### src/design/rms_pkg.sv
package rms_pkg;

    localparam logic [1:0] FUNC_REG   = 2'd0;
    localparam logic [1:0] FUNC_YIELD = 2'd1;
    localparam logic [1:0] FUNC_DEREG = 2'd2;
    localparam logic [1:0] FUNC_TICK  = 2'd3;

    localparam logic [1:0] MODE_SLEEP = 2'd0;
    localparam logic [1:0] MODE_READY = 2'd1;
    localparam logic [1:0] MODE_RUN   = 2'd2;

    typedef struct packed {
        logic [1:0]  func;
        logic [14:0] pid;
        logic [15:0] period;
    } req_t;

    typedef struct packed {
        logic        ok;
        logic        running_valid;
        logic [14:0] running_pid;
    } rsp_t;

    typedef struct packed {
        logic        armed;
        logic [14:0] pid;
        logic [15:0] period;
        logic [31:0] deadline;
        logic [1:0]  mode;
    } entry_t;

endpackage

### src/design/rms_div.sv
module rms_div
    import rms_pkg::*;
(
    input  logic        clk,
    input  logic        rst_n,
    input  logic        start,
    input  logic [31:0] dividend,
    input  logic [15:0] divisor,
    output logic        done,
    output logic [31:0] quotient
);

    logic [31:0] q_reg, q_next;
    logic [16:0] r_reg, r_next;
    logic [5:0]  cnt_reg, cnt_next;
    logic        busy_reg, busy_next;
    logic [16:0] trial;

    always_comb
    begin
        q_next    = q_reg;
        r_next    = r_reg;
        cnt_next  = cnt_reg;
        busy_next = busy_reg;
        trial     = {r_reg[15:0], q_reg[31]};
        if (start)
        begin
            q_next    = dividend;
            r_next    = '0;
            cnt_next  = 6'd32;
            busy_next = 1'b1;
        end
        else if (busy_reg)
        begin
            if (trial >= {1'b0, divisor})
            begin
                r_next = trial - {1'b0, divisor};
                q_next = {q_reg[30:0], 1'b1};
            end
            else
            begin
                r_next = trial;
                q_next = {q_reg[30:0], 1'b0};
            end
            cnt_next = cnt_reg - 6'd1;
            if (cnt_reg == 6'd1)
            begin
                busy_next = 1'b0;
            end
        end
    end

    always_ff @(posedge clk or negedge rst_n)
    begin
        if (!rst_n)
        begin
            busy_reg <= 1'b0;
            cnt_reg  <= '0;
        end
        else
        begin
            busy_reg <= busy_next;
            cnt_reg  <= cnt_next;
        end
    end

    always_ff @(posedge clk)
    begin
        q_reg <= q_next;
        r_reg <= r_next;
    end

    assign done     = busy_reg && (cnt_reg == 6'd1);
    assign quotient = q_next;

endmodule

### src/design/rate_monotonic_task_scheduler.sv
// a request walks table entries in the scan, in the register shift and in the dispatch search
// as its function needs, and a late yield also waits for the divider's quotient
// throughput: one word at a time; busy stays high until the result strobe
// the result is shown for one cycle on result_valid; the receiver cannot stall
// reset clears the entry count, selection and time; the table body is not cleared
module rate_monotonic_task_scheduler
    import rms_pkg::*;
#(
    parameter int MAX_TASKS = 16
)
(
    input  logic clk,
    input  logic rst_n,
    input  logic start,
    input  req_t req,
    output logic busy,
    output logic result_valid,
    output rsp_t result
);

    localparam int IW = (MAX_TASKS > 1) ? $clog2(MAX_TASKS) : 1;
    localparam int CW = $clog2(MAX_TASKS + 1);

    typedef enum logic [11:0] {
        S_IDLE   = 12'b000000000001,
        S_SCAN   = 12'b000000000010,
        S_SCANW  = 12'b000000000100,
        S_SHIFT  = 12'b000000001000,
        S_SHIFTW = 12'b000000010000,
        S_DIV    = 12'b000000100000,
        S_DSP    = 12'b000001000000,
        S_DSPW   = 12'b000010000000,
        S_DCUR   = 12'b000100000000,
        S_DCURW  = 12'b001000000000,
        S_DONE   = 12'b010000000000,
        S_DRUN   = 12'b100000000000
    } state_t;

    entry_t mem [MAX_TASKS];
    entry_t rd_reg;
    logic          we;
    logic [IW-1:0] waddr, raddr;
    entry_t        wdata;

    always_ff @(posedge clk)
    begin
        if (we)
        begin
            mem[waddr] <= wdata;
        end
        rd_reg <= mem[raddr];
    end

    state_t state_reg, state_next;
    req_t   req_reg, req_next;
    logic [CW-1:0] cnt_reg, cnt_next;
    logic [CW-1:0] i_reg, i_next;
    logic [CW-1:0] j_reg, j_next;
    logic [CW-1:0] w_reg, w_next;
    logic          cur_v_reg, cur_v_next;
    logic [IW-1:0] cur_reg, cur_next;
    logic [14:0]   cpid_reg, cpid_next;
    logic [31:0]   now_reg, now_next;
    logic          ok_reg, ok_next;
    logic          fired_reg, fired_next;
    logic          found_reg, found_next;
    logic [IW-1:0] pick_reg, pick_next;
    logic [14:0]   ppid_reg, ppid_next;
    logic [15:0]   pper_reg, pper_next;
    entry_t        hold_reg, hold_next;
    logic          rv_reg;
    rsp_t          res_reg;

    logic          div_start, div_done;
    logic [31:0]   div_q;
    logic [31:0]   late;

    assign late = now_reg - rd_reg.deadline;

    rms_div u_div (
        .clk(clk), .rst_n(rst_n), .start(div_start),
        .dividend(late), .divisor(hold_reg.period),
        .done(div_done), .quotient(div_q)
    );

    function automatic logic [IW-1:0] ix(input logic [CW-1:0] v);
        logic [CW+IW-1:0] t;
        t = {{IW{1'b0}}, v};
        return t[IW-1:0];
    endfunction

    always_comb
    begin
        state_next = state_reg;
        req_next   = req_reg;
        cnt_next   = cnt_reg;
        i_next     = i_reg;
        j_next     = j_reg;
        w_next     = w_reg;
        cur_v_next = cur_v_reg;
        cur_next   = cur_reg;
        cpid_next  = cpid_reg;
        now_next   = now_reg;
        ok_next    = ok_reg;
        fired_next = fired_reg;
        found_next = found_reg;
        pick_next  = pick_reg;
        ppid_next  = ppid_reg;
        pper_next  = pper_reg;
        hold_next  = hold_reg;
        we         = 1'b0;
        waddr      = '0;
        wdata      = rd_reg;
        raddr      = '0;
        div_start  = 1'b0;
        case (state_reg)
            S_IDLE:
            begin
                if (start)
                begin
                    req_next   = req;
                    ok_next    = 1'b1;
                    fired_next = 1'b0;
                    found_next = 1'b0;
                    i_next     = '0;
                    w_next     = '0;
                    j_next     = cnt_reg;
                    if (req.func == FUNC_TICK)
                    begin
                        now_next = now_reg + 32'd1;
                    end
                    if (req.func == FUNC_REG && cnt_reg == CW'(MAX_TASKS))
                    begin
                        ok_next    = 1'b0;
                        state_next = S_DONE;
                    end
                    else if (cnt_reg == '0)
                    begin
                        if (req.func == FUNC_REG)
                        begin
                            state_next = S_SHIFT;
                        end
                        else if (req.func == FUNC_YIELD)
                        begin
                            ok_next    = 1'b0;
                            state_next = S_DONE;
                        end
                        else if (req.func == FUNC_DEREG && !cur_v_reg)
                        begin
                            state_next = S_DSP;
                        end
                        else
                        begin
                            state_next = S_DONE;
                        end
                    end
                    else
                    begin
                        raddr      = '0;
                        state_next = S_SCANW;
                    end
                end
            end
            S_SCAN:
            begin
                raddr      = ix(i_reg);
                state_next = S_SCANW;
            end
            S_SCANW:
            begin
                state_next = S_SCAN;
                i_next     = i_reg + CW'(1);
                case (req_reg.func)
                    FUNC_REG:
                    begin
                        if (rd_reg.period > ((req_reg.period == 16'd0) ? 16'd1
                                              : req_reg.period))
                        begin
                            w_next     = i_reg;
                            state_next = S_SHIFT;
                        end
                        else if (i_reg + CW'(1) == cnt_reg)
                        begin
                            w_next     = cnt_reg;
                            state_next = S_SHIFT;
                        end
                    end
                    FUNC_YIELD:
                    begin
                        if (rd_reg.pid == req_reg.pid)
                        begin
                            hold_next      = rd_reg;
                            hold_next.mode = MODE_SLEEP;
                            hold_next.armed = 1'b1;
                            w_next         = i_reg;
                            if (rd_reg.deadline == 32'd0)
                            begin
                                hold_next.deadline = now_reg + {16'd0, rd_reg.period};
                                we = 1'b1; waddr = ix(i_reg); wdata = hold_next;
                                state_next = S_DONE;
                            end
                            else if (now_reg < rd_reg.deadline)
                            begin
                                we = 1'b1; waddr = ix(i_reg); wdata = hold_next;
                                state_next = S_DONE;
                            end
                            else
                            begin
                                hold_next.mode     = MODE_READY;
                                hold_next.deadline = late;
                                div_start  = 1'b1;
                                state_next = S_DIV;
                            end
                        end
                        else if (i_reg + CW'(1) == cnt_reg)
                        begin
                            ok_next    = 1'b0;
                            state_next = S_DONE;
                        end
                    end
                    FUNC_DEREG:
                    begin
                        if (rd_reg.pid == req_reg.pid)
                        begin
                            if (cur_v_reg)
                            begin
                                if (cur_reg == ix(w_reg))
                                begin
                                    cur_v_next = 1'b0;
                                end
                                else if (cur_reg > ix(w_reg))
                                begin
                                    cur_next = cur_reg - IW'(1);
                                end
                            end
                        end
                        else
                        begin
                            we = 1'b1; waddr = ix(w_reg); wdata = rd_reg;
                            w_next = w_reg + CW'(1);
                        end
                        if (i_reg + CW'(1) == cnt_reg)
                        begin
                            cnt_next = (rd_reg.pid == req_reg.pid) ? w_reg
                                       : w_reg + CW'(1);
                            state_next = cur_v_next ? S_DONE : S_DSP;
                        end
                    end
                    default:
                    begin
                        if (rd_reg.armed && now_reg >= rd_reg.deadline)
                        begin
                            we = 1'b1; waddr = ix(i_reg); wdata = rd_reg;
                            wdata.mode     = MODE_READY;
                            wdata.deadline = rd_reg.deadline + {16'd0, rd_reg.period};
                            wdata.armed    = 1'b0;
                            fired_next     = 1'b1;
                        end
                        if (i_reg + CW'(1) == cnt_reg)
                        begin
                            state_next = (fired_next) ? S_DSP : S_DONE;
                        end
                    end
                endcase
                if (state_next == S_DSP)
                begin
                    i_next     = '0;
                    found_next = 1'b0;
                end
            end
            S_SHIFT:
            begin
                if (j_reg == w_reg)
                begin
                    we = 1'b1; waddr = ix(w_reg);
                    wdata.armed    = 1'b0;
                    wdata.pid      = req_reg.pid;
                    wdata.period   = (req_reg.period == 16'd0) ? 16'd1 : req_reg.period;
                    wdata.deadline = 32'd0;
                    wdata.mode     = MODE_SLEEP;
                    cnt_next = cnt_reg + CW'(1);
                    if (cur_v_reg && CW'(cur_reg) >= w_reg)
                    begin
                        cur_next = cur_reg + IW'(1);
                    end
                    state_next = S_DONE;
                end
                else
                begin
                    raddr      = ix(j_reg - CW'(1));
                    state_next = S_SHIFTW;
                end
            end
            S_SHIFTW:
            begin
                we = 1'b1; waddr = ix(j_reg); wdata = rd_reg;
                j_next     = j_reg - CW'(1);
                state_next = S_SHIFT;
            end
            S_DIV:
            begin
                if (div_done)
                begin
                    hold_next.deadline = now_reg - hold_reg.deadline
                        + (div_q + 32'd1) * {16'd0, hold_reg.period};
                    we = 1'b1; waddr = ix(w_reg); wdata = hold_next;
                    i_next     = '0;
                    found_next = 1'b0;
                    state_next = S_DSP;
                end
            end
            S_DSP:
            begin
                if (i_reg == cnt_reg)
                begin
                    state_next = S_DCUR;
                end
                else
                begin
                    raddr      = ix(i_reg);
                    state_next = S_DSPW;
                end
            end
            S_DSPW:
            begin
                if (rd_reg.mode == MODE_READY)
                begin
                    found_next = 1'b1;
                    pick_next  = ix(i_reg);
                    ppid_next  = rd_reg.pid;
                    pper_next  = rd_reg.period;
                    hold_next  = rd_reg;
                    state_next = S_DCUR;
                end
                else
                begin
                    i_next     = i_reg + CW'(1);
                    state_next = S_DSP;
                end
            end
            S_DCUR:
            begin
                if (cur_v_reg)
                begin
                    raddr      = cur_reg;
                    state_next = S_DCURW;
                end
                else
                begin
                    cur_v_next = found_reg;
                    cur_next   = found_reg ? pick_reg : '0;
                    cpid_next  = ppid_reg;
                    state_next = found_reg ? S_DRUN : S_DONE;
                end
            end
            S_DCURW:
            begin
                state_next = S_DONE;
                if (!(found_reg && pper_reg > rd_reg.period))
                begin
                    if ((!found_reg || cur_reg != pick_reg) && rd_reg.mode == MODE_RUN)
                    begin
                        we = 1'b1; waddr = cur_reg; wdata = rd_reg;
                        wdata.mode = MODE_READY;
                    end
                    cur_v_next = found_reg;
                    cur_next   = found_reg ? pick_reg : '0;
                    cpid_next  = ppid_reg;
                    if (found_reg)
                    begin
                        state_next = S_DRUN;
                    end
                end
            end
            S_DRUN:
            begin
                we = 1'b1; waddr = pick_reg; wdata = hold_reg;
                wdata.mode = MODE_RUN;
                state_next = S_DONE;
            end
            default:
            begin
                state_next = S_IDLE;
            end
        endcase
    end

    always_ff @(posedge clk or negedge rst_n)
    begin
        if (!rst_n)
        begin
            state_reg <= S_IDLE;
            cnt_reg   <= '0;
            cur_v_reg <= 1'b0;
            cur_reg   <= '0;
            now_reg   <= '0;
            rv_reg    <= 1'b0;
            i_reg     <= '0;
        end
        else
        begin
            state_reg <= state_next;
            cnt_reg   <= cnt_next;
            cur_v_reg <= cur_v_next;
            cur_reg   <= cur_next;
            now_reg   <= now_next;
            i_reg     <= i_next;
            rv_reg    <= (state_reg == S_DONE);
        end
    end

    always_ff @(posedge clk)
    begin
        req_reg   <= req_next;
        j_reg     <= j_next;
        w_reg     <= w_next;
        cpid_reg  <= cpid_next;
        ok_reg    <= ok_next;
        fired_reg <= fired_next;
        found_reg <= found_next;
        pick_reg  <= pick_next;
        ppid_reg  <= ppid_next;
        pper_reg  <= pper_next;
        hold_reg  <= hold_next;
        if (state_reg == S_DONE)
        begin
            res_reg.ok            <= ok_reg;
            res_reg.running_valid <= cur_v_reg;
            res_reg.running_pid   <= cur_v_reg ? cpid_reg : 15'd0;
        end
    end

    assign busy         = (state_reg != S_IDLE);
    assign result_valid = rv_reg;
    assign result       = res_reg;

endmodule

### config.mk
export PLATFORM = sky130hd
export DESIGN_NAME = rate_monotonic_task_scheduler
export DESIGN_NICKNAME = d
export VERILOG_FILES = /design/src/design/rms_pkg.sv /design/src/design/rms_div.sv /design/src/design/rate_monotonic_task_scheduler.sv
export SDC_FILE = /design/constraint.sdc
export NUM_CORES = 2
export LEC_CHECK = 0
export ABC_AREA = 0
export BUFFER_PORTS_ARGS = -buffer_cell sky130_fd_sc_hd__buf_2
export CORE_AREA = 10 10 358 360
export DETAILED_ROUTE_END_ITERATION = 6
export DIE_AREA = 0 0 368 370
export PLACE_DENSITY = 0.83
export SLEW_MARGIN = 20
export SYNTH_ARGS = -nofsm -noshare
export SYNTH_HDL_FRONTEND = slang
export SYNTH_SLANG_ARGS = --single-unit
### constraint.sdc
create_clock -name clk -period 21.2 [get_ports clk]
set_input_delay 2.12 -clock clk [delete_from_list [all_inputs] [get_ports clk]]
set_output_delay 2.12 -clock clk [all_outputs]
set_load 0.005 [all_outputs]
Word-level counts from Yosys, hierarchy flattened --
Memory sizes are Yosys's and may differ from the RTL's. A register that Yosys moved wholly into a read port is not among the register bits. Index checks and enable logic that the tools add are counted.
Storage, ports and cells: register bits after elaboration 294, memory bits (writable) 1056, input port bits 36, output and inout port bits 19, logic and storage cells 297, memories 1
Memory list:
- mem | words 16, width 66, read ports 1, clocked after memory_dff 1, write ports 1, RTL line rate_monotonic_task_scheduler.sv:39 | entry_t mem [MAX_TASKS];
Cells by class: add/sub/neg operators 15, multipliers 1, magnitude comparators 7, equal/unequal tests 50, mux-type cells 148, reduce and logical (&&, ||, !) cells 44
Operator list (count):
- 66-bit 2-to-1 mux | 9
- 66-bit one-hot mux with 5 select lines | 1
- 12-bit one-hot mux with 11 select lines | 1
- 66-bit one-hot mux with 2 select lines | 1
- 32-bit 2-to-1 mux | 4
- 12-bit 2-to-1 mux | 10
- 11-bit 2-to-1 mux | 10
- 4-bit 2-to-1 mux | 24
- 32-bit one-hot mux with 3 select lines | 1
- 32-bit by 1-bit adder with 32-bit output (second input constant) | 2
- 32-bit by 16-bit adder with 32-bit output | 2
- 32-bit one-hot mux with 2 select lines | 1
- 32-bit subtractor | 2
- 5-bit 2-to-1 mux | 12
- 1-bit 2-to-1 mux | 44
- 12-bit one-hot mux with 3 select lines | 1
- 34-bit 2-to-1 mux | 1
- 32-bit adder | 1
- 32-bit >= comparator | 1
- 16-bit > comparator | 2
- 32-bit zero test | 1
- 32-bit less-than comparator | 1
- 32-bit by 16-bit multiplier with 32-bit output | 1
- 16-bit 2-to-1 mux | 2
- 67 further kinds | 130

Depth between registers and ports, before layout --
word-level depth 13, depth in mapped cells 46, gate-level depth less buffers 44

Modules after synthesis --
Synthesis repeated with hierarchy kept, for this count alone.
Second synthesis, totals: cells, all modules 6877, area total of the unflattened synthesis 78315.1 um^2
By module, submodules not included:
- rate_monotonic_task_scheduler | times used 1, cells an instance 6470, area an instance 74943.1 um^2, seq. area each 39909.5 um^2
- rms_div | times used 1, cells an instance 407, area an instance 3372.0 um^2, seq. area each 1136.1 um^2

Worst setup path before layout --
No wires, ideal clock.
path type register to register, from register, netlist name rd_reg[11], to memory mem[0][33] (netlist name) (data pin), library setup time 294 ps, arrival time 11095 ps, required time 20906 ps, slack 9810 ps, cell stages (with the launch flop) 44, path buffers 5, clock period less this slack 11390 ps, cell sequence dfxtp_1 -> inv_1 -> ha_1 -> clkbuf_1 -> a211o_1 -> a211o_1 -> a211oi_1 -> a21oi_1 -> a32oi_1 -> clkbuf_1 -> clkbuf_1 -> clkbuf_1 -> nor2_1 -> a21oi_1 -> ha_1 -> nand4_1 -> mux2_2 -> nor2_1 -> [8 not listed] -> fa_1 -> fa_1 -> inv_1 -> fa_1 -> inv_1 -> ha_1 -> or3_1 -> nor3b_1 -> nor3_1 -> or4b_2 -> nand2_1 -> o211ai_1 -> a21oi_1 -> o21bai_1 -> a311oi_1 -> xnor3_1 -> xnor2_1 -> o22ai_1
RTL lines (RTL line):
- end, declared | rate_monotonic_task_scheduler.sv:39

==> qor.txt <==
Worst Max-Slew Pin Slew: 1.31 ns
core area: 121000 µm²
Sequential Power Share: 0.443
count of state elements after synthesis: 1416
worst r2r path cells: 40
DRT antenna net count: 0
H-tree Lvls: 4
die area: 136000 µm²
area grow syn2layout: 9.34%
register area share after synthesis: 0.526
drt via density: 6.59
detailed-route wire length: 241000 µm
worst path required time: 21.61 ns
Setup TNS Final: 0 ns
CTS tree: yes
Syn Area/Cell: 11.2 µm²
Hold Crit Depth: 0
Post-synth top cells: 1235 x edfxtp_1, 991 x nand2_1, 654 x inv_1
Worst-Skew Late Latency: 0.80 ns
RR Startpoint: rd_reg[19]
clock slew at reported path FFs: 0.06 ns
Crit path largest cell delay: 0.87 ns
part of the power in combinational logic: 0.224
status: finished clean
Die X-Extent: 368 µm
clock root buffer: clkbuf_16
CTS Sinks: 1416
Routed WL per cell: 27.7 µm
post-CTS setup repair buffer count: 0
cell taking the most area after synthesis: edfxtp_1
final hold violations: 0
synth unique cells: 87
Synth top area share: 0.476
DP Wirelength: 157000 µm
Residual DRC: 0
r2r setup slk: 8.72 ns
largest net degree at the start of global routing: 182
max FFs per register: 1056
Yosys Warn Count: 0
hold bufs inserted after CTS: 0
Post-synth EDFFs: 1235
CP bufs+invs: 8
Synth Cell Area: 78000 µm²
worst vdd ir: 0.0864 mV
I/O Pins: 55
Max Cap Viol: 0
total CTS buffers: 144
Worst Hold End: cpid_reg[14]
share of layout cells above drive strength 1: 0.0726
# resized after CTS: 0
most frequent cell after synthesis: edfxtp_1
CP startpoint kind: flop
Mapped Nets: 7594
dominant synthesized flop cell: edfxtp_1
PortBufs: 54
gpl congestion: 1.01
vias: 57200
Tmin final: 12.48 ns
Worst Path Arrival: 12.88 ns
period utilization: 0.589
max frequency: 0.0801 GHz
initial antenna violation count: 8
Leak: 32.3 nW
top cell family by delay on the critical path: adder cells
Critical Path Sink Type: flop
Filler cells: 8280
first-pass GRT wire length: 358000 µm
sw frac: 0.317
P per Cell Area: 92.4 nW/µm²
Hold Slack: 0.420 ns
number of global-route vias before repair: 56800
Setup CP Type: reg2reg
RSZ-0062 raised after global routing: false
critical path's slowest cell: o21ai_1
Clk network pwr share: 0.333
CP Max Fanout: 22
Max Slew Vio Count: 0
top cells by area, synth: edfxtp_1 48%, fa_1 9.5%, nand2_1 4.8%
Core Rows: 128
slew margin rel.: 0.129
initial core utilization: 0.644
CTS max path bufs: 3
NetSw: 0.00250 W
DRT iter0 DRCs: 7208
Final setup viols: 0
Async SR Flop Fraction: 0.0473
Total Routing Usage GR: 0.349
Cells after Synth: 6983
Int Pwr: 0.00538 W
reg-to-reg endpoint: mem[6][27]
die height: 370 µm
grt ovf: 0
hold wc startpoint: ppid_reg[14]
Hold Crit Class: reg2reg
nets: 7548
drt pass-1 iters: 7
Setup Skew: 0.0534 ns
==> through the flow <==
step | cells | total power (W) | instance area [µm²] | setup WS, ns | util
global placement | 8413 | 0.00518 | 80300 | 8.96 | 0.663
finish | 8683 | 0.00788 | 85300 | 8.72 | 0.704
floorplan | 6983 | 0.00455 | 78000 | 9.81 | -
global route | 8682 | 0.00812 | 85300 | 8.09 | 0.704
detailed placement | 8413 | 0.00522 | 80300 | 8.65 | 0.663
CTS | 8679 | 0.00782 | 85200 | 8.65 | 0.704
==> metal layers <==
metal  global-route usage  share of wire  vias to the layer above  wire length, µm
li1                     -              -                    24600                -
met5                    0        0.00019                        -               45
met4                0.188          0.060                        6            14500
met3               0.0719           0.11                      725            27600
met1                0.454           0.36                    28200            87500
met2                0.551           0.46                     3654           111000
==> layout make-up <==
cell class	count	area, µm²	share of cell area
multi-input combinational	4506	33300	0.390
inverter	656	2460	0.0289
timing repair buffer	213	1510	0.0177
antenna	1	2.50	0.0000294
tap	1625	2030	0.0238
clock buffer	200	4000	0.0469
clock inverter	66	915	0.0107
sequential	1416	41000	0.481
==> logic make-up after synthesis <==
family          after synthesis  share of synthesized area
fa+ha+maj                   575                      0.128
flops                      1416                      0.526
compound gates             1550                      0.134
buf+inv                    1061                     0.0512
mux                          35                    0.00462
simple gates               2106                      0.128
xor+xnor                    240                     0.0278
==> worst max-delay path by stage <==
| stage | from | end | slack, ns | cells after the start |
|---|---|---|---|---|
| 4_1_cts | rd_reg[11] | mem[4][33] | 8.65 | 41 |
| 5_1_grt | rd_reg[11] | mem[5][27] | 8.09 | 40 |
| 3_5_place_dp | rd_reg[11] | mem[1][33] | 8.65 | 41 |
| 6_report | rd_reg[19] | mem[6][27] | 8.72 | 40 |
| 2_1_floorplan | rd_reg[11] | mem[0][33] | 9.81 | 43 |
| 3_3_place_gp | rd_reg[11] | mem[13][33] | 8.96 | 41 |
==> layout by cell type (no fill, tap or decap), types with 146 or more instances in the layout <==
cell type,count
inv_1,652
a31oi_1,151
clkbuf_16,146
and2_1,481
o21ai_0,160
xnor2_1,163
a21oi_1,358
buf_4,152
nand2_1,989
a211oi_1,389
ha_1,206
edfxtp_1,1235
nor2_1,273
fa_1,369
==> power by group through the flow <==
stage	logic (W)	registers, W	clock network [W]
CTS	0.00170	0.00348	0.00264
global route	0.00188	0.00350	0.00275
detailed placement	0.00168	0.00354	0
floorplan	0.00108	0.00348	0
global placement	0.00165	0.00353	0
finish	0.00176	0.00349	0.00263
No activity file was read; power rests on OpenSTA's default activity.
